===== src/hw/rtl/signed_integer_to_radix_text_assert.svh =====
// ----------------------------------------------------------------------------
// Assertion macros for the signed integer to radix text block
// Clocked on i_clk and disabled while i_rst_n is low.
// ----------------------------------------------------------------------------
`ifndef SIGNED_INTEGER_TO_RADIX_TEXT_ASSERT_SVH
`define SIGNED_INTEGER_TO_RADIX_TEXT_ASSERT_SVH

// Condition in the same cycle implies the property.
`define SIT_ASSERT_IMP(lbl, cond, prop, msg) \
    lbl: assert property (@(posedge i_clk) disable iff (!i_rst_n) (cond) |-> (prop)) \
        else $error(msg);

// Condition implies the property in the next cycle.
`define SIT_ASSERT_NXT(lbl, cond, prop, msg) \
    lbl: assert property (@(posedge i_clk) disable iff (!i_rst_n) (cond) |=> (prop)) \
        else $error(msg);

`endif


===== src/hw/rtl/sit_pkg.sv =====
// ----------------------------------------------------------------------------
// sit_pkg
// Types and constants shared by the signed integer to radix text block.
// ----------------------------------------------------------------------------
package sit_pkg;

    localparam int NUM_W      = 32;  // width of the input number
    localparam int DIGIT_W    = 4;   // one digit value, radix up to 16
    localparam int RADIX_W    = 5;   // width of the base_size register
    localparam int CHAR_W     = 8;   // width of one symbol byte
    localparam int SYM_COUNT  = 16;  // symbol slots in the two symbol registers
    localparam int SYM_W      = SYM_COUNT * CHAR_W;
    localparam int CFG_DATA_W = 64;
    localparam int CFG_IDX_W  = 2;
    localparam int DIV_BITS   = 8;   // quotient bits resolved per divider cycle
    localparam int DIV_STEPS  = NUM_W / DIV_BITS;
    localparam int DIV_CNT_W  = $clog2(DIV_STEPS);
    localparam int STACK_DEPTH = NUM_W;  // radix 2 gives at most 32 digits
    localparam int COUNT_W    = $clog2(STACK_DEPTH + 1);

    localparam logic [CHAR_W-1:0] CHAR_MINUS = 8'h2D;
    localparam logic [CHAR_W-1:0] CHAR_PLUS  = 8'h2B;
    localparam logic [CHAR_W-1:0] CHAR_SPACE = 8'h20;
    localparam logic [CHAR_W-1:0] CHAR_NUL   = 8'h00;

    localparam logic [CFG_IDX_W-1:0] CFG_BASE_SIZE    = 2'd0;
    localparam logic [CFG_IDX_W-1:0] CFG_SYMBOLS_LOW  = 2'd1;
    localparam logic [CFG_IDX_W-1:0] CFG_SYMBOLS_HIGH = 2'd2;

    // Status of the shared divider as seen by the sequencer.
    typedef struct packed {
        logic                 done;
        logic [NUM_W-1:0]     quotient;
        logic [DIGIT_W-1:0]   remainder;
    } t_div_result;

endpackage


===== src/hw/rtl/sit_base_check.sv =====
// ----------------------------------------------------------------------------
// sit_base_check
// Decides whether the configured radix and symbol table form a usable base.
// ----------------------------------------------------------------------------
module sit_base_check #(
    parameter int MAX_SYMBOLS = 16
) (
    input  logic [sit_pkg::RADIX_W-1:0] i_base_size,
    input  logic [sit_pkg::SYM_W-1:0]   i_symbols,
    output logic                        o_ok
);

    logic [sit_pkg::CHAR_W-1:0] c_sym;

    // Every symbol in use is tested against the forbidden bytes and against
    // every later symbol in use; all compares are independent.
    always_comb begin
        o_ok  = 1'b1;
        c_sym = '0;
        if (i_base_size < sit_pkg::RADIX_W'(2) ||
            i_base_size > sit_pkg::RADIX_W'(MAX_SYMBOLS)) begin
            o_ok = 1'b0;
        end
        for (int i = 0; i < MAX_SYMBOLS; i++) begin
            if (sit_pkg::RADIX_W'(i) < i_base_size) begin
                c_sym = i_symbols[i*sit_pkg::CHAR_W +: sit_pkg::CHAR_W];
                if (c_sym == sit_pkg::CHAR_NUL || c_sym == sit_pkg::CHAR_PLUS ||
                    c_sym == sit_pkg::CHAR_MINUS || c_sym == sit_pkg::CHAR_SPACE) begin
                    o_ok = 1'b0;
                end
                for (int j = i + 1; j < MAX_SYMBOLS; j++) begin
                    if (sit_pkg::RADIX_W'(j) < i_base_size &&
                        i_symbols[j*sit_pkg::CHAR_W +: sit_pkg::CHAR_W] == c_sym) begin
                        o_ok = 1'b0;
                    end
                end
            end
        end
    end

endmodule


===== src/hw/rtl/sit_divider.sv =====
// ----------------------------------------------------------------------------
// sit_divider
// Restoring divider of a 32-bit value by a small radix, eight quotient bits
// per cycle, giving quotient and remainder after four steps.
// ----------------------------------------------------------------------------
module sit_divider (
    input  logic                          i_clk,
    input  logic                          i_rst_n,
    input  logic                          i_start,
    input  logic [sit_pkg::NUM_W-1:0]     i_dividend,
    input  logic [sit_pkg::RADIX_W-1:0]   i_divisor,
    output sit_pkg::t_div_result          o_result
);

    logic [sit_pkg::NUM_W-1:0]     r_work;
    logic [sit_pkg::NUM_W-1:0]     n_work;
    logic [sit_pkg::DIGIT_W-1:0]   r_rem;
    logic [sit_pkg::DIGIT_W-1:0]   n_rem;
    logic [sit_pkg::DIV_CNT_W-1:0] r_cnt;
    logic                          r_busy;
    logic                          r_done;
    logic [sit_pkg::RADIX_W-1:0]   c_trial;

    // The dividend shifts out at the top while quotient bits shift in at the
    // bottom, so r_work ends up holding the quotient. The partial remainder
    // always stays below the divisor, hence four bits suffice.
    always_comb begin
        n_work  = r_work;
        n_rem   = r_rem;
        c_trial = '0;
        for (int k = 0; k < sit_pkg::DIV_BITS; k++) begin
            c_trial = {n_rem, n_work[sit_pkg::NUM_W-1]};
            n_work  = {n_work[sit_pkg::NUM_W-2:0], 1'b0};
            if (c_trial >= i_divisor) begin
                c_trial   = c_trial - i_divisor;
                n_work[0] = 1'b1;
            end
            n_rem = c_trial[sit_pkg::DIGIT_W-1:0];
        end
    end

    always_ff @(posedge i_clk) begin
        if (!i_rst_n) begin
            r_busy <= 1'b0;
            r_done <= 1'b0;
            r_cnt  <= '0;
        end else if (i_start) begin
            r_busy <= 1'b1;
            r_done <= 1'b0;
            r_cnt  <= '0;
        end else if (r_busy) begin
            r_cnt <= r_cnt + 1'b1;
            if (r_cnt == sit_pkg::DIV_CNT_W'(sit_pkg::DIV_STEPS - 1)) begin
                r_busy <= 1'b0;
                r_done <= 1'b1;
            end
        end else begin
            r_done <= 1'b0;
        end
    end

    always_ff @(posedge i_clk) begin
        if (i_start) begin
            r_work <= i_dividend;
            r_rem  <= '0;
        end else if (r_busy) begin
            r_work <= n_work;
            r_rem  <= n_rem;
        end
    end

    assign o_result.done      = r_done;
    assign o_result.quotient  = r_work;
    assign o_result.remainder = r_rem;

endmodule


===== src/hw/rtl/signed_integer_to_radix_text.sv =====
// ----------------------------------------------------------------------------
// signed_integer_to_radix_text
// Formats a signed 32-bit number as character codes in a configured radix.
// ----------------------------------------------------------------------------
// A number is taken when start is high and busy is low. Its characters come
// out one per cycle on o_character, each marked by o_strobe for one cycle and
// the final one by o_last; the receiver cannot stall, so it must take every
// strobed character. A negative number begins with '-' (0x2D), digits follow
// most significant first. If the base is invalid (size below 2 or above
// MAX_SYMBOLS, a symbol of 0x00, '+', '-' or space, or a repeated symbol)
// the number is dropped with no output. Each digit is computed in the
// shared divider, which resolves eight quotient bits per cycle. The last
// character is on the outputs in the same cycle that busy falls.
// ----------------------------------------------------------------------------
module signed_integer_to_radix_text #(
    parameter int MAX_SYMBOLS = 16
) (
    input  logic                             i_clk,
    input  logic                             i_rst_n,
    input  logic                             i_cfg_we,
    input  logic [sit_pkg::CFG_IDX_W-1:0]    i_cfg_index,
    input  logic [sit_pkg::CFG_DATA_W-1:0]   i_cfg_data,
    input  logic                             start,
    input  logic signed [sit_pkg::NUM_W-1:0] i_number,
    output logic                             busy,
    output logic                             o_strobe,
    output logic [sit_pkg::CHAR_W-1:0]       o_character,
    output logic                             o_last
);

    localparam logic [1:0] S_IDLE = 2'd0;
    localparam logic [1:0] S_DIV  = 2'd1;
    localparam logic [1:0] S_SIGN = 2'd2;
    localparam logic [1:0] S_EMIT = 2'd3;

    logic [sit_pkg::RADIX_W-1:0]    r_base_size;
    logic [sit_pkg::SYM_W-1:0]      r_symbols;

    logic [1:0]                     r_state;
    logic [1:0]                     n_state;
    logic                           r_neg;
    logic                           n_neg;
    logic [sit_pkg::COUNT_W-1:0]    r_nd;
    logic [sit_pkg::COUNT_W-1:0]    n_nd;
    logic [sit_pkg::STACK_DEPTH-1:0][sit_pkg::DIGIT_W-1:0] r_stack;
    logic [sit_pkg::STACK_DEPTH-1:0][sit_pkg::DIGIT_W-1:0] n_stack;
    logic                           r_strobe;
    logic                           n_strobe;
    logic [sit_pkg::CHAR_W-1:0]     r_char;
    logic [sit_pkg::CHAR_W-1:0]     n_char;
    logic                           r_last;
    logic                           n_last;

    logic                           c_accept;
    logic                           c_base_ok;
    logic [sit_pkg::NUM_W-1:0]      c_mag;
    logic                           c_div_start;
    logic [sit_pkg::NUM_W-1:0]      c_dividend;
    sit_pkg::t_div_result           w_div;

    // Configuration registers.
    always_ff @(posedge i_clk) begin
        if (!i_rst_n) begin
            r_base_size <= '0;
            r_symbols   <= '0;
        end else if (i_cfg_we) begin
            case (i_cfg_index)
                sit_pkg::CFG_BASE_SIZE:
                    r_base_size <= i_cfg_data[sit_pkg::RADIX_W-1:0];
                sit_pkg::CFG_SYMBOLS_LOW:
                    r_symbols[sit_pkg::CFG_DATA_W-1:0] <= i_cfg_data;
                sit_pkg::CFG_SYMBOLS_HIGH:
                    r_symbols[sit_pkg::SYM_W-1:sit_pkg::CFG_DATA_W] <= i_cfg_data;
                default: ;
            endcase
        end
    end

    sit_base_check #(
        .MAX_SYMBOLS (MAX_SYMBOLS)
    ) u_base_check (
        .i_base_size (r_base_size),
        .i_symbols   (r_symbols),
        .o_ok        (c_base_ok)
    );

    assign c_accept = start && (r_state == S_IDLE);
    assign c_mag    = i_number[sit_pkg::NUM_W-1] ? (~i_number + 1'b1) : i_number;

    // The divider restarts on its own quotient in the cycle it finishes, so
    // consecutive digits follow without a gap.
    always_comb begin
        c_div_start = 1'b0;
        c_dividend  = c_mag;
        if (c_accept && c_base_ok) begin
            c_div_start = 1'b1;
        end else if (r_state == S_DIV && w_div.done && w_div.quotient != '0) begin
            c_div_start = 1'b1;
            c_dividend  = w_div.quotient;
        end
    end

    sit_divider u_divider (
        .i_clk      (i_clk),
        .i_rst_n    (i_rst_n),
        .i_start    (c_div_start),
        .i_dividend (c_dividend),
        .i_divisor  (r_base_size),
        .o_result   (w_div)
    );

    // Sequencer: digits are pushed least significant first onto a stack and
    // popped most significant first.
    always_comb begin
        n_state  = r_state;
        n_neg    = r_neg;
        n_nd     = r_nd;
        n_stack  = r_stack;
        n_strobe = 1'b0;
        n_char   = r_char;
        n_last   = r_last;
        case (r_state)
            S_IDLE: begin
                if (c_accept && c_base_ok) begin
                    n_state = S_DIV;
                    n_neg   = i_number[sit_pkg::NUM_W-1];
                    n_nd    = '0;
                end
            end
            S_DIV: begin
                if (w_div.done) begin
                    n_stack = {r_stack[sit_pkg::STACK_DEPTH-2:0], w_div.remainder};
                    n_nd    = r_nd + 1'b1;
                    if (w_div.quotient == '0) begin
                        n_state = r_neg ? S_SIGN : S_EMIT;
                    end
                end
            end
            S_SIGN: begin
                n_strobe = 1'b1;
                n_char   = sit_pkg::CHAR_MINUS;
                n_last   = 1'b0;
                n_state  = S_EMIT;
            end
            S_EMIT: begin
                n_strobe = 1'b1;
                n_char   = r_symbols[{r_stack[0], 3'b000} +: sit_pkg::CHAR_W];
                n_last   = (r_nd == sit_pkg::COUNT_W'(1));
                n_stack  = {{sit_pkg::DIGIT_W{1'b0}},
                            r_stack[sit_pkg::STACK_DEPTH-1:1]};
                n_nd     = r_nd - 1'b1;
                if (r_nd == sit_pkg::COUNT_W'(1)) begin
                    n_state = S_IDLE;
                end
            end
            default: begin
                n_state = S_IDLE;
            end
        endcase
    end

    always_ff @(posedge i_clk) begin
        if (!i_rst_n) begin
            r_state  <= S_IDLE;
            r_nd     <= '0;
            r_strobe <= 1'b0;
        end else begin
            r_state  <= n_state;
            r_nd     <= n_nd;
            r_strobe <= n_strobe;
        end
    end

    always_ff @(posedge i_clk) begin
        r_neg   <= n_neg;
        r_stack <= n_stack;
        r_char  <= n_char;
        r_last  <= n_last;
    end

    assign busy        = (r_state != S_IDLE);
    assign o_strobe    = r_strobe;
    assign o_character = r_char;
    assign o_last      = r_last;

`include "signed_integer_to_radix_text_assert.svh"

    `SIT_ASSERT_NXT(a_gap_after_last, r_strobe && r_last, !r_strobe, "character right after last")
    `SIT_ASSERT_NXT(a_quiet_after_accept, c_accept, !r_strobe, "character right after a transfer")
    `SIT_ASSERT_IMP(a_emit_has_digits, r_state == S_EMIT, r_nd != '0, "emitting with no digits")
    `SIT_ASSERT_IMP(a_div_done_in_div, w_div.done, r_state == S_DIV, "divider done outside division")

endmodule

===== config.mk =====
export PLATFORM = sky130hd
export DESIGN_NAME = signed_integer_to_radix_text
export DESIGN_NICKNAME = d
export VERILOG_FILES = /design/src/hw/rtl/sit_pkg.sv /design/src/hw/rtl/sit_base_check.sv /design/src/hw/rtl/sit_divider.sv /design/src/hw/rtl/signed_integer_to_radix_text.sv
export VERILOG_INCLUDE_DIRS = /design/src /design/src/hw/rtl
export SDC_FILE = /design/constraint.sdc
export NUM_CORES = 1
export LEC_CHECK = 0
export ABC_CLOCK_PERIOD_IN_PS = 13000
export BUFFER_PORTS_ARGS = -buffer_cell sky130_fd_sc_hd__buf_2
export CAP_MARGIN = 20
export CORE_ASPECT_RATIO = 1.4
export CORE_MARGIN = 5
export CORE_UTILIZATION = 35
export CTS_BUF_LIST = sky130_fd_sc_hd__clkbuf_4
export DETAILED_ROUTE_END_ITERATION = 10
export GPL_TIMING_DRIVEN = 0
export PLACE_DENSITY = 0.63
export RECOVER_POWER = 50
export SLEW_MARGIN = 20
export SYNTH_ARGS = -nofsm -noshare
export SYNTH_HDL_FRONTEND = slang
export SYNTH_SLANG_ARGS = --single-unit

===== constraint.sdc =====
create_clock -name i_clk -period 13 [get_ports i_clk]
set_clock_uncertainty 0.05 [all_clocks]
set_input_delay 0.65 -clock i_clk [delete_from_list [all_inputs] [get_ports i_clk]]
set_output_delay 0.65 -clock i_clk [all_outputs]
set_load 0.01 [all_outputs]

# Word-level counts from Yosys, hierarchy flattened
# Cells that the tools add are included.
[totals]
latch_bits = 0
out_inout_bits = 11
romBits = 0
reg_bits = 320
mem_count = 0
input_bits = 102
mem_bits_rw = 0
elab_cells = 670
[classes]
n_bitwise = 3
order_cmp = 26
n_eq_ne = 180
n_shift = 1
muxes = 193
multipliers = 0
n_reduce_logical = 209
div = 0
addsub = 12
[op_table]
columns = ["op", "n"]
rows = [
  ["$eq 8x8->1", 120],
  ["$eq 8x6->1 const B", 48],
  ["$pmux 128 s2", 1],
  ["$mux 1", 168],
  ["$mux 32", 5],
  ["$logic_not 8->1", 16],
  ["$mux 128", 1],
  ["$shiftx 128x8->8", 1],
  ["$logic_and 1x1->1", 124],
  ["$logic_or 1x1->1", 49],
  ["$ge 5x5->1", 8],
  ["$lt 4x5->1 const A", 8],
  ["$add 32x1->32 const B", 1],
  ["$logic_not 32->1", 1],
  ["$mux 4", 8],
  ["$not 32->32", 1],
  ["$reduce_bool 32->1", 1],
  ["$sub 4x4->4", 8],
  ["$lt 3x5->1 const A", 4],
  ["$pmux 6 s3", 1],
  ["$pmux 8 s2", 1],
  ["$mux 6", 2],
  ["$reduce_and 2->1", 6],
  ["$lt 1x5->1 const A", 2],
  ["23 further kinds", 39],
]

# Longest topological paths before layout
[logic_depth]
ltp_word = 160
depth_mapped = 67
depth_no_buf = 64

# By module
# From an unflattened synthesis, not the netlist that was laid out.
[hier_totals]
cells_unflattened = 3248
area_unflattened_um2 = 29827.4
[modules_own_cells]
columns = ["module", "seq_area_each_um2", "cells_each", "area_each_um2", "n_inst"]
rows = [
  ["signed_integer_to_radix_text", 6986.7, 1181, 13407.9, 1],
  ["sit_base_check", 0.0, 1722, 12888.6, 1],
  ["sit_divider", 1121.1, 345, 3530.9, 1],
]

# Worst setup path before layout
# OpenSTA, ideal clock, no wires.
[synth_timing]
path_type = "register to register"
start = "reg r_base_size[1] (netlist bit)"
end = "reg u_divider.r_rem[0] (netlist bit)"
required_ns = 12.833
stages_incl_launch_ff = 68
path_buffers = 3
arrival_time_ns = 12.675
setup_slack_ns = 0.158
synth_period_minus_slack_ns = 12.842
setup_ns = 0.117
path_cell_list = "dfxtp_1 -> buf_2 -> inv_1 -> ha_1 -> nor2b_1 -> o21ai_0 -> nand2b_1 -> a31o_2 -> a21o_1 -> a21o_1 -> clkbuf_1 -> mux2i_1 -> ha_1 -> a21o_1 -> a21o_1 -> a31o_2 -> a21o_1 -> a21o_1 -> [... 32 more ...] -> a21o_1 -> a21o_1 -> o21a_1 -> o21ai_0 -> nand2b_1 -> mux2_2 -> inv_1 -> ha_1 -> o21ai_0 -> a21boi_0 -> o21ai_0 -> nand2b_1 -> a21o_1 -> clkbuf_1 -> nor2_1 -> a21oi_1 -> mux2i_1 -> nor2_1"
[synth_between]
elab_chain_len = 157
word_cells_on_any_way = 317
cone_classes = "add/sub: 7; order compare: 26; mux: 162; reduce/logical: 122"
[synth_rtl]
columns = ["item", "line_no", "source"]
rows = [
  ["start: declaration", "signed_integer_to_radix_text.sv:36", "logic [sit_pkg::RADIX_W-1:0] r_base_size;"],
  ["start signal: assignment", "signed_integer_to_radix_text.sv:69", "r_base_size <= i_cfg_data[sit_pkg::RADIX_W-1:0];"],
  ["$lt 5x2->1 / $gt 5x5->1 (equally long branches)", "sit_base_check.sv:20, sit_base_check.sv:21", ""],
  ["$logic_or 1x1->1", "sit_base_check.sv:20", "if (i_base_size < sit_pkg::RADIX_W'(2) ||"],
  ["$mux 1", "sit_base_check.sv:20", ""],
  ["$mux 1", "sit_base_check.sv:27", "if (c_sym == sit_pkg::CHAR_NUL || c_sym == sit_pkg::CHAR_PLUS ||"],
  ["$mux 1 (15 in a row)", "sit_base_check.sv:32", "if (sit_pkg::RADIX_W'(j) < i_base_size &&"],
  ["$mux 1", "sit_base_check.sv:25", "if (sit_pkg::RADIX_W'(i) < i_base_size) begin"],
  ["$mux 1", "sit_base_check.sv:27", ""],
  ["$mux 1 (14 in a row)", "sit_base_check.sv:32", ""],
  ["[... 114 more ...]", "--", ""],
  ["$mux 1", "sit_base_check.sv:25", ""],
  ["$mux 1", "sit_base_check.sv:27", ""],
  ["$mux 1", "sit_base_check.sv:32", ""],
  ["$mux 1", "sit_base_check.sv:25", ""],
  ["$mux 1", "sit_base_check.sv:27", ""],
  ["$mux 1", "sit_base_check.sv:25", ""],
  ["$logic_and 1x1->1", "signed_integer_to_radix_text.sv:95", "if (c_accept && c_base_ok) begin"],
  ["$mux 1", "signed_integer_to_radix_text.sv:95", ""],
  ["end signal: assignment", "sit_divider.sv:68", "r_rem <= n_rem;"],
  ["end: declaration", "sit_divider.sv:17", "logic [sit_pkg::DIGIT_W-1:0] r_rem;"],
]
# Parallel ways exist; a longest one is shown, timed or not.
# A chain may end at the register's enable or synchronous reset.

# Worst setup path after layout
[layout_timing]
start = "reg r_base_size[2] (netlist bit)"
end = "reg u_divider.r_rem[3] (netlist bit)"
# The elaborated chain is that of the path after synthesis.

==> impl_metrics.ini <==
[status]
status = complete, but fails checks
violations = max-capacitance violations, max-slew violations

[placed_design]
place_ws_ns = -1.69
place_inst = 4336
placed_area_sq_mm = 0.0308
port-buffer-count = 112
gp_congestion = 1.06
hpwl_microns = 91800

[timing]
setup_slack_ns = 0.523
fin_tns_setup_ns = 0
setup_violations = 0
max_slew_margin_pct = -50.0
fin_crit_sh_pct = 96.0
tightest_slew_ns = 2.23
drv_slew = 14
post-route-min-period_ns = 12.48
timing.fmax_mhz = 80.1
finalHoldViolations = 0

[synth]
syn_nets = 3305
ys_seq_elements = 320
synth_enable_flop_cells = 170
syn_area_per_cell_sq_um = 9.11
syn_area_sq_mm = 0.0287
yosys_warnings = 0
yosysUniqueCellTypes = 73
synthCells = 3145
synthFlopType = edfxtp_1
synthArstFlopShare_pct = 0
ys_seq_area_share_pct = 28.3

[setup_path]
rr_endpoint = u_divider.r_rem[3]$_SDFFE_PN0P_
rr_worst_depth = 64
cp-start-kind = register
crit_type = reg -> reg
cpPeakStageDelay_ns = 0.34
worstPathArrival_ns = 13.25
cp_max_fo = 10
cpMostUsedCell = a21o_1
critPathRequiredTime_ns = 13.77
endpoint_kind = register
crit_slowest_cell = ha_1
startpoint = r_base_size[2]$_SDFFE_PN0P_
rrSetupSlack_ns = 0.52
setup.worst_path.end = u_divider.r_rem[3]$_SDFFE_PN0P_
crit-reg2reg-launch = r_base_size[2]$_SDFFE_PN0P_

[clock_tree]
cts_sinks = 320
cts_max_level = 3
clkTransAtPathRegs_ns = 0.07
cts_tree = yes
cts_buffer_depth = 3
root_buffer = clkbuf_4
cts_buffers = 80
clock_latency_ns = 0.97

[pwr]
p_leak_nw = 12.0
pwr-share-comb_pct = 76.8
peakVddDrop_mv = 1.16
p_int_mw = 5.07
power.clock.fraction_pct = 9.7
swShare_pct = 43.8
p_sw_mw = 3.95
power_density_mw_per_mm2 = 276
seqPwrFrac_pct = 13.5

[drt]
via_per_inst = 5.96
drt-wirelength-per-cell_microns = 29.8
first_iter_violations = 3874
finalWirelength_microns = 136000
firstDrtPassIters = 9
vias = 27200
drcViolationCount = 0
ant_nets = 0

[min_path]
hp-class = in -> reg
holdPathStages = 3

[finish]
area_growth_pct = 13.9
final_cell_mix = xnor2_1 (752), buf_2 (337), nand2_1 (285)
layout.cells.non_filler = 4561
final_nets = 3584
final_common_cell = xnor2_1
fill_cells = 8260
fin_area_sq_mm = 0.0326
drive_gt1_share_pct = 20.9

[die]
die_y_microns = 349
die_width_microns = 252
core_sq_mm = 0.0815
die-area_sq_mm = 0.0878
pin_count = 113
fp-row-count = 124
initial_core_util_pct = 35.2

[global_routing]
grt_pass1_wl_microns = 190000
grt_pass1_vias = 26200
overflow = 0
grt_max_degree = 33
antenna_found_initial = 5
grt_usage_pct = 29.7

[flow_run]
maxCapViolations = 2
-- metrics by stage --
step	util [%]	power (mW)	hold slack (ns)
finish	40.1	9.02	0.0529
global route	40.1	9.80	0.0557
CTS	39.9	8.37	0.000113
detailed placement	37.8	6.75	0.471
global placement	37.5	6.63	0.467
floorplan	-	5.84	0.426
-- cell type report --
cell class / count / area (sq um) / share of cell area, %
Clock buffer: 106 / 796 / 2.44
Inverter: 36 / 143 / 0.437
Sequential cell: 320 / 8110 / 24.8
Buffer: 352 / 1680 / 5.16
Antenna cell: 5 / 12.5 / 0.0383
Clock inverter: 37 / 200 / 0.613
Timing Repair Buffer: 199 / 1490 / 4.57
Multi-Input combinational cell: 2435 / 18900 / 57.8
Tap cell: 1071 / 1340 / 4.10
-- critical path, delay by kind of cell (launching register included) --
kind                     cells  cell delay, ns
AO/OA/AOI/OAI               36            6.67
adder cells (fa/ha/maj)      8            2.22
buffers and inverters        5            0.56
flip-flops                   1            0.30
multiplexers                 7            1.69
AND/OR/NAND/NOR              8            0.82
-- synthesized netlist by cell type, types with 50 or more instances --
cell	count	area share [%]
buf_2	254	4.4
mux2_2	142	5.6
nor3_1	79	1.4
clkbuf_1	69	0.90
ha_1	50	2.2
a21oi_1	181	3.2
nor4_1	122	2.7
nand2_1	285	3.7
edfxtp_1	170	18
xor2_1	270	8.3
xnor2_1	752	23
nor2_1	68	0.89
dfxtp_1	150	10
nand4_1	178	3.9
-- what timing repair did --
action | 4_1_cts | 5_1_grt
buffers inserted | 7 | 6
hold endpoints to repair | 121 | 5
cloned | 0 | 0
pin swaps | 0 | 5
hold buffers | 62 | 3
resized for setup | 16 | 27
endpoints found under the setup margin | 6 | 5
-- per-layer routing --
layer | wire [microns] | vias up | global-route usage, %
met1 | 49400 | 13000 | 35.9
met4 | 13300 | 2 | 22.0
met2 | 57400 | 1963 | 44.5
met5 | 41 | - | 0.330
li1 | - | 11500 | -
met3 | 15700 | 692 | 9.00
-- how the worst min path moves through the flow --
stage                                    start                              end
3_5_place_dp              r_nd[5]$_SDFFE_PN0P_             r_nd[5]$_SDFFE_PN0P_
6_report                        i_cfg_data[57]       r_symbols[57]$_SDFFE_PN0P_
5_1_grt                         i_cfg_data[57]       r_symbols[57]$_SDFFE_PN0P_
4_1_cts                         i_cfg_data[50]       r_symbols[50]$_SDFFE_PN0P_
3_3_place_gp              r_nd[5]$_SDFFE_PN0P_             r_nd[5]$_SDFFE_PN0P_
2_1_floorplan  u_divider.r_rem[3]$_SDFFE_PN0P_  u_divider.r_rem[3]$_SDFFE_PN0P_
-- power groups by stage --
| stage | logic [mW] | registers, mW | clock network [mW] |
|---|---|---|---|
| 4_1_cts | 6.26 | 1.22 | 0.893 |
| 5_1_grt | 7.63 | 1.22 | 0.943 |
| 3_3_place_gp | 5.41 | 1.22 | 0 |
| 6_report | 6.93 | 1.22 | 0.873 |
| 2_1_floorplan | 4.62 | 1.22 | 0 |
| 3_5_place_dp | 5.54 | 1.22 | 0 |
-- cell families after synthesis --
family	count (synthesis)	share of synthesized area (%)
XOR/XNOR	1022	31.2
AND/OR/NAND/NOR	817	14.6
buffers and inverters	390	6.32
AO/OA/AOI/OAI	341	7.57
flip-flops	320	28.3
multiplexers	197	9.25
adder cells (fa/ha/maj)	58	2.74
-- flip-flops by register name, indices dropped and copies added (netlist names) --
| register | flops |
|---|---|
| u_divider.r_done | 1 |
| r_state | 2 |
| r_stack | 128 |
| o_character | 8 |
| r_neg | 1 |
| r_base_size | 5 |
| u_divider.r_work | 32 |
| u_divider.r_rem | 4 |
| u_divider.r_cnt | 2 |
| o_strobe | 1 |
| o_last | 1 |
| u_divider.r_busy | 1 |
| r_symbols | 128 |
| r_nd | 6 |
(Power assumes the default switching activity.)
